<file path="src/rtl/nsip_fifo.sv">
// Small register queue used between the block's parts.
// Depends on nothing.
module nsip_fifo #(
  parameter int unsigned Width = 8,
  parameter int unsigned Depth = 2
) (
  input  logic             clk_i,
  input  logic             rst_ni,
  input  logic             push_i,
  input  logic [Width-1:0] wdata_i,
  output logic             full_o,
  input  logic             pop_i,
  output logic [Width-1:0] rdata_o,
  output logic             empty_o
);
  localparam int unsigned PW = (Depth > 1) ? $clog2(Depth) : 1;
  localparam int unsigned CW = $clog2(Depth + 1);

  logic [Width-1:0] mem_q [Depth];
  logic [PW-1:0]    wptr_q, rptr_q;
  logic [CW-1:0]    cnt_q;
  logic             do_push, do_pop;

  assign full_o  = (cnt_q == CW'(Depth));
  assign empty_o = (cnt_q == '0);
  assign do_push = push_i && !full_o;
  assign do_pop  = pop_i && !empty_o;
  assign rdata_o = mem_q[rptr_q];

  // Storage, no reset needed.
  always_ff @(posedge clk_i) begin
    if (do_push) begin
      mem_q[wptr_q] <= wdata_i;
    end
  end

  // Pointers and fill count.
  always_ff @(posedge clk_i or negedge rst_ni) begin
    if (!rst_ni) begin
      wptr_q <= '0;
      rptr_q <= '0;
      cnt_q  <= '0;
    end else begin
      if (do_push) begin
        wptr_q <= (wptr_q == PW'(Depth - 1)) ? '0 : wptr_q + PW'(1);
      end
      if (do_pop) begin
        rptr_q <= (rptr_q == PW'(Depth - 1)) ? '0 : rptr_q + PW'(1);
      end
      if (do_push && !do_pop) begin
        cnt_q <= cnt_q + CW'(1);
      end else if (do_pop && !do_push) begin
        cnt_q <= cnt_q - CW'(1);
      end
    end
  end
endmodule

</file>
<file path="config.mk">
export PLATFORM = sky130hd
export DESIGN_NAME = nsip_fifo
export DESIGN_NICKNAME = d
export VERILOG_FILES = /design/src/rtl/nsip_fifo.sv
export SDC_FILE = /design/constraint.sdc
export NUM_CORES = 1
export LEC_CHECK = 0
export BUFFER_PORTS_ARGS = -buffer_cell sky130_fd_sc_hd__buf_2
export CORE_UTILIZATION = 45
export DETAILED_ROUTE_END_ITERATION = 12
export PLACE_DENSITY = 0.72
export RECOVER_POWER = 100
export SLEW_MARGIN = 0
export SYNTH_ARGS = -nofsm -noshare
export SYNTH_HDL_FRONTEND = slang
export SYNTH_SLANG_ARGS = --single-unit
</file>
<file path="constraint.sdc">
create_clock -name clk_i -period 1.7 [get_ports clk_i]
set_input_delay 0.34 -clock clk_i [delete_from_list [all_inputs] [get_ports clk_i]]
set_output_delay 0.34 -clock clk_i [all_outputs]
set_load 0.005 [all_outputs]
</file>
==> results of run 1 <==
[layout by cell type (no fill, tap or decap), drive strengths merged]
master / synthesis / final
ha: 1 / 1
clkbuf: 0 / 14
dfrtp: 4 / 4
nor2: 3 / 3
buf: 1 / 13
and3: 1 / 1
edfxtp: 16 / 16
o21ai: 1 / 1
mux2: 8 / 8
dlygate4sd3: 0 / 1
inv: 2 / 2
xor2: 2 / 2
nand2: 1 / 1
xnor2: 3 / 3
nand2b: 1 / 1
[cell type report]
type / instances / area [um2] / share of cell area
Timing Repair Buffer: 24 / 114 / 0.120
Sequential cell: 20 / 582 / 0.615
Inverter: 2 / 7.51 / 0.00794
Tap cell: 16 / 20.0 / 0.0212
Multi-Input combinational cell: 21 / 186 / 0.197
Clock buffer: 4 / 36.3 / 0.0384
[through the flow]
step	util	power, mW
CTS	0.619	1.55
detailed placement	0.588	1.28
finish	0.607	1.50
global placement	0.588	1.27
global route	0.607	1.60
floorplan	-	1.09
[registers in the layout, indices dropped and copies added, names as in the netlist]
register and flops:
wptr_q 1, rptr_q 1, mem_q 16, cnt_q 2
[cell families (layout without fill, tap and decap cells)]
family                     count (synthesis)  count (layout)
AOI/OAI and AO/OA                          1               1
xor gates and xnor gates                   5               5
muxes                                      8               8
and+or+nand+nor                            6               6
DFF                                       20              20
buffers and inverters                      3              30
adders and majority gates                  1               1
[routing by layer]
metal | up-vias | global-route usage | part of all wire
li1 | 213 | - | -
met1 | 198 | 0.173 | 0.46
met2 | 15 | 0.218 | 0.45
met3 | 5 | 0.0375 | 0.049
met4 | 0 | 0.113 | 0.039
met5 | - | 0 | 0
[power groups by stage]
stage / Combinational [mW] / Sequential, mW / Clock, mW
4_1_cts: 0.481 / 0.797 / 0.276
3_5_place_dp: 0.476 / 0.805 / 0
2_1_floorplan: 0.343 / 0.746 / 0
6_report: 0.446 / 0.792 / 0.267
5_1_grt: 0.501 / 0.819 / 0.284
3_3_place_gp: 0.469 / 0.799 / 0
[repair_timing]
action	CTS	global route
hold buffers	1	0
endpoints found under the hold margin	4	0
gates resized for setup	1	0
endpoints found under the setup margin	8	0
[worst paths after layout]
path / from / to / cells after the start
hold reg to reg: cnt_q[1] / cnt_q[1] / 1
hold / removal: wdata_i[0] / mem_q[1][0] / 1
setup reg to reg: cnt_q[0] / cnt_q[1] / 7
max in group asynchronous: rst_ni / rptr_q / 2
setup / recovery: rptr_q / rdata_o[7] / 2
min in group asynchronous: rst_ni / cnt_q[1] / 2
[Yosys cell counts]
library cell / number
sky130_fd_sc_hd__ha_1: 1
sky130_fd_sc_hd__mux2_1: 6
sky130_fd_sc_hd__xnor2_2: 1
sky130_fd_sc_hd__and3_1: 1
sky130_fd_sc_hd__xor2_1: 2
sky130_fd_sc_hd__dfrtp_1: 4
sky130_fd_sc_hd__mux2_2: 2
sky130_fd_sc_hd__inv_1: 2
sky130_fd_sc_hd__nand2b_1: 1
sky130_fd_sc_hd__nand2_2: 1
sky130_fd_sc_hd__xnor2_1: 2
sky130_fd_sc_hd__buf_2: 1
sky130_fd_sc_hd__o21ai_1: 1
sky130_fd_sc_hd__edfxtp_1: 16
sky130_fd_sc_hd__nor2_1: 3
==> key figures, run 1 <==
Critical path
  – Worst path arrival time: 1290 ps
  – FF-to-FF setup slack: ~170 ps
  – Crit-path leading delay family: flip-flops
  – Largest stage delay on the critical path: 510 ps
  – CP Class: reg -> out
  – Required time reported for the critical path endpoint: 1360 ps
  – Endpoint type of the worst setup path: output pin
  – Startpoint class of the critical path: flip-flop
  – Critical Path Fanout Max: 9
  – List of cells traversed by the critical path: mux2_2, buf_2
  – Worst path bufs/invs: 1
  – Slowest-stage cell, CP: sky130_fd_sc_hd__dfrtp_2

Cells and area
  – Final std cell area, no fill: 946 um2
  – Count of placed standard cells in the final layout, fillers left out: 87
  – Synthesis-to-layout area growth: 21.0%
  – Final antenna diode count: 0
  – Number of nets in the final layout: 85
  – Filler cell count in the final layout: 125
  – Share of post-route cells with drive strength above 1: 0.310

Pwr
  – P_sw: 0.445 mW
  – Power density normalized to cell area: 1590 nW/um2
  – Combinational share of power: 0.296
  – Peak ir drop on the vdd network: 0.986 mV
  – Share of total power consumed by net switching: 0.295
  – Clock network fraction of total power: 0.177
  – Static leakage power: about 0.38 nW
  – Internal power consumption: between 1 and 1.5 mW
  – Reg power frac: 0.527

Floorplan
  – Die height: 43.7 um
  – Total Die Area: about 1900 um2
  – Die span in x: between 40 and 50 um
  – Initial core utilization: 0.502
  – Core region area: 1560 um2
  – Row count: 14
  – Number of ports placed on the die boundary: 22

Run status
  – Run status: complete, but fails checks
  – Violations in the final reports: design-rule violations

Synthesis
  – Synthesized-area fraction occupied by and/or/nand/nor cells: 0.0384
  – Share of synthesized area spent on multiplexers: 0.115
  – Synth warnings: 0
  – Area of the mapped netlist: 782 um2
  – Synth Area in Compound Gates: 0.00640
  – Combinational family with the most area after synthesis: multiplexers
  – Area share of fa/ha/maj cells after synthesis: 0.0160
  – Number of nets produced by synthesis: 57
  – Cells taking the most area after synthesis: sky130_fd_sc_hd__edfxtp_1, sky130_fd_sc_hd__dfrtp_1, sky130_fd_sc_hd__mux2_1, sky130_fd_sc_hd__mux2_2, sky130_fd_sc_hd__xnor2_1
  – Xor and xnor area share after synthesis: 0.0656
  – Area share of the leading cell type in the synthesized netlist: 0.614
  – Biggest area consumer among synthesized cells: sky130_fd_sc_hd__edfxtp_1
  – Post-Syn Area per Cell: 17.8 um2
  – Portion of the post-synthesis area used by sequential elements: 0.742
  – Synthesis-stage register bit count: 20
  – Cell variety after synth: 15
  – Gate Count Post-Synth: 44

Clock tree
  – Worst-path clk slew: 110 ps
  – CTS H-tree lvls: 1
  – Post-CTS repair timing setup buffer count: 0
  – Number of clock buffers inserted by TritonCTS: 3
  – Buffer levels on the longest clock path: 2
  – Clk root buf: sky130_fd_sc_hd__clkbuf_4
  – Clock sinks: 20
  – CTS tree: yes
  – Clock network latency to the later pin of the worst-skew pair: 300 ps

Timing
  – Achievable frequency: 0.615 GHz
  – Worst Hold Slack: 221 ps
  – Hold Violations, Final: 0
  – Final Slew Violations: 0
  – Setup repair after global routing missed its margin: no
  – Slew at the pin closest to its max-slew limit: 392 ps
  – Final worst slack: 73.3 ps
  – Worst relative slew slack: 0.739
  – Clock skew after layout: 6.45 ps
  – Fraction of the cycle the final worst path needs: 0.957
  – Setup TNS: 0 ps
  – Final-report setup violation count: 0
  – Post-layout minimum cycle time: between 1500 and 2000 ps

Route
  – DR iter-0 viols: 3
  – DRT Pass-1 Iters: 7
  – Post-route DRC violation count: 1
  – Via count: 431
  – Post-DR vias/cell: 4.95
  – Routed WL per cell: 12.4 um
  – Sum of routed wire length over all layers: 1080 um
  – Antenna violation net count after detailed routing: 0

Global routing
  – Largest net degree at the start of global routing: 12
  – First-pass GRT wire length: roughly 1800 um
  – Number of global-route vias before repair: 423
  – Global router's overall resource usage: 0.143
  – Number of antenna violations at the first check in global routing: 0
  – Leftover overflow at the end of global routing: 0

Place
  – Final HPWL from detailed placement: approximately 780 um
  – GPL Wtd Cong: approximately 0.62
  – Inst Count DP: a little over 80
  – Placement Setup Slack: approximately 220 ps
  – Count of input and output buffers: 21
  – Standard cell area after detailed placement: 917 um2

Job
  – Maximum capacitance violations: 0

Hold path
  – Min-Delay Path Class: in -> reg
Power figures use the tool's default switching activity.
==> run 2: changes to the inputs <==
- CORE_UTILIZATION: 45 -> 35
- PLACE_DENSITY: 0.72 -> 0.59
==> run 2 against run 1 <==
- the flow now finishes without violations
- register-to-register slack improved by 30 ps
- sequential share of layout area is 2.0 points lower
- cell area is 3.3% higher
- first-iteration DRC count decreased by 33%
- routed wire length rose by 1.4%
- clock skew fell by 1.6 ps
- combinational power is essentially flat
- power up 7.2%
- critical endpoint is now rdata_o[2]
- largest cell class unchanged
==> key figures, run 2 (same netlist as run 1, synthesis figures left out) <==
Cells and area
  – Area used by multi-input combinational logic: 186 um2 (unchanged)
  – Number of nets in the final layout: 85 (unchanged)
  – Most common cell after layout, fill and taps aside: sky130_fd_sc_hd__edfxtp_1 (unchanged)
  – Register ranked first by flip-flop count: mem_q (unchanged)
  – Final std cell area, no fill: 977 um2 (was 946 um2)
  – Regs by FF count: mem_q x16, cnt_q x2 (unchanged)
  – Number of flip-flops under the largest register name: 16 (unchanged)
  – Area of all sequential standard cells: 582 um2 (unchanged)
  – Synthesis-to-layout area growth: 25.0% (was 21.0%)
  – Top library cells by usage in the layout, fill and taps aside: sky130_fd_sc_hd__edfxtp_1, sky130_fd_sc_hd__buf_2, sky130_fd_sc_hd__clkbuf_1 (unchanged)
  – Final antenna diode count: 0 (unchanged)
  – Filler cell count in the final layout: 180 (was 125)
  – Share of post-route cells with drive strength above 1: 0.324 (was 0.310)

Clock tree
  – Worst-path clk slew: 110 ps (about the same)
  – Buffer levels on the longest clock path: 2 (unchanged)
  – CTS tree: yes (unchanged)
  – Clock network latency to the later pin of the worst-skew pair: 290 ps (was 300 ps)
  – Clk root buf: sky130_fd_sc_hd__clkbuf_4 (unchanged)
  – Post-CTS repair timing setup buffer count: 0 (unchanged)
  – Number of clock buffers inserted by TritonCTS: 3 (unchanged)
  – CTS H-tree lvls: 1 (unchanged)
  – Clock sinks: 20 (unchanged)

Timing
  – Final Slew Violations: 0 (unchanged)
  – Hold Violations, Final: 0 (unchanged)
  – Setup TNS: 0 ps (unchanged)
  – Clock skew after layout: 4.87 ps (was 6.45 ps)
  – Worst relative slew slack: 0.752 (was 0.739)
  – Achievable frequency: 0.617 GHz (was 0.615 GHz)
  – Slew at the pin closest to its max-slew limit: 372 ps (was 392 ps)
  – Final-report setup violation count: 0 (unchanged)
  – Fraction of the cycle the final worst path needs: 0.953 (was 0.957)
  – Setup repair after global routing missed its margin: no (unchanged)
  – Post-layout minimum cycle time: 1620 ps (was 1630 ps)

Global routing
  – Leftover overflow at the end of global routing: 0 (unchanged)
  – Number of global-route vias before repair: 458 (was 423)
  – Number of antenna violations at the first check in global routing: 0 (unchanged)
  – Largest net degree at the start of global routing: 13 (was 12)
  – First-pass GRT wire length: 1900 um (was 1830 um)
  – Global router's overall resource usage: 0.107 (was 0.143)

Floorplan
  – Die height: 49.3 um (was 43.7 um)
  – Row count: 16 (was 14)
  – Total Die Area: 2430 um2 (was 1910 um2)
  – Die span in x: 49.3 um (was 43.7 um)
  – Number of ports placed on the die boundary: 22 (unchanged)
  – Core region area: 2020 um2 (was 1560 um2)
  – Initial core utilization: 0.387 (was 0.502)

Route
  – Post-route DRC violation count: 0 (was 1)
  – Via count: 430 (was 431)
  – Post-DR vias/cell: 4.39 (was 4.95)
  – DR iter-0 viols: 2 (was 3)
  – Routed WL per cell: 11.2 um (was 12.4 um)
  – DRT Pass-1 Iters: 3 (was 7)
  – Antenna violation net count after detailed routing: 0 (unchanged)
  – Sum of routed wire length over all layers: 1100 um (was 1080 um)

Place
  – GPL Wtd Cong: 0.670 (was 0.616)
  – Standard cell area after detailed placement: 931 um2 (was 917 um2)
  – Count of input and output buffers: 21 (unchanged)
  – Final HPWL from detailed placement: 831 um (was 781 um)

Pwr
  – Internal power consumption: 1.17 mW (was 1.06 mW)
  – Static leakage power: 0.389 nW (was 0.381 nW)
  – Power density normalized to cell area: 1650 nW/um2 (was 1590 nW/um2)
  – Combinational share of power: 0.278 (was 0.296)
  – Clock network fraction of total power: 0.231 (was 0.177)
  – Reg power frac: 0.491 (was 0.527)
  – P_sw: 0.441 mW (was 0.445 mW)
  – Peak ir drop on the vdd network: 0.774 mV (was 0.986 mV)
  – Share of total power consumed by net switching: 0.273 (was 0.295)
  – Final Total Pwr: 1.61 mW (was 1.50 mW)

Job
  – Maximum capacitance violations: 0 (unchanged)

Critical path
  – Startpoint class of the critical path: flip-flop (unchanged)
  – FF-to-FF setup slack: 200 ps (was 170 ps)
  – Crit. Startpoint: rptr_q (unchanged)
  – Critical Path Fanout Max: 9 (unchanged)
  – CP Class: reg -> out (unchanged)
  – Required time reported for the critical path endpoint: 1360 ps (about the same)
  – Source of the worst register-to-register timing path: cnt_q[0] (unchanged)
  – FF-to-FF path depth: 6 (was 7)
  – Worst reg2reg path endpoint: cnt_q[1] (unchanged)
  – Worst path arrival time: 1280 ps (was 1290 ps)
  – Endpoint type of the worst setup path: output pin (unchanged)

Run status
  – Run status: completed (was complete, but fails checks)

Hold path
  – Cell depth of the worst hold path: 1 (unchanged)
  – Min-Delay Path Class: in -> reg (unchanged)
  – Launch point of the worst hold path: wdata_i[5] (was wdata_i[0])
  – Endpoint of the worst hold path: mem_q[1][5] (was mem_q[1][0])
-- run 2: what timing repair did --
action / in CTS / in global routing
hold buffers: 1 / 0
setup endpoints to repair: 8 / 0
resized for setup: 1 / 0
hold endpoints to repair: 4 / 0
-- run 2: how the worst max path moves through the flow --
stage | endpoint | slack [ps] | cells after the start
after floorplan | mem_q[0][0] | 310 | 3
after global placement | cnt_q[1] | 260 | 6
after detailed placement | cnt_q[1] | 230 | 6
after CTS | rdata_o[5] | 40 | 2
after global routing | rdata_o[7] | 10 | 2
final | rdata_o[2] | 80 | 2
-- run 2: layout make-up --
cell class	instances	share of cell area
Inverter	2	0.00768
Multi-Input combinational cell	21	0.191
Clock inverter	1	0.0307
Sequential cell	20	0.595
Tap cell	27	0.0346
Timing Repair Buffer	24	0.118
Clock buffer	3	0.0230
-- run 2: critical path: stages, from the launching register on --
cell                      delay (ps)
sky130_fd_sc_hd__dfrtp_2         510
sky130_fd_sc_hd__mux2_2          360
sky130_fd_sc_hd__buf_2           120
-- run 2: per-layer routing --
layer / share of wire / up-vias / global-route usage
met2: 0.52 / 12 / 0.194
met5: 0 / - / 0
met4: 0.012 / 0 / 0.0588
met3: 0.038 / 2 / 0.0187
met1: 0.43 / 203 / 0.116
li1: - / 213 / -
-- run 2: power by group through the flow --
stage                     clock network, mW  registers (mW)  logic, mW
after floorplan                           0           0.746      0.343
after global placement                    0           0.799      0.474
after detailed placement                  0           0.806      0.480
after CTS                             0.385           0.798      0.484
after global routing                  0.405           0.812      0.512
final                                 0.373           0.792      0.448
-- run 2: through the flow --
step / utilization / worst slack, ps / hold WS (ps) / instances
global placement: 0.460 / 260 / 155 / 93
detailed placement: 0.460 / 229 / 154 / 93
finish: 0.483 / 79.9 / 233 / 98
global route: 0.483 / 12.8 / 206 / 98
CTS: 0.492 / 41.3 / 216 / 98
floorplan: - / 308 / 44.4 / 44
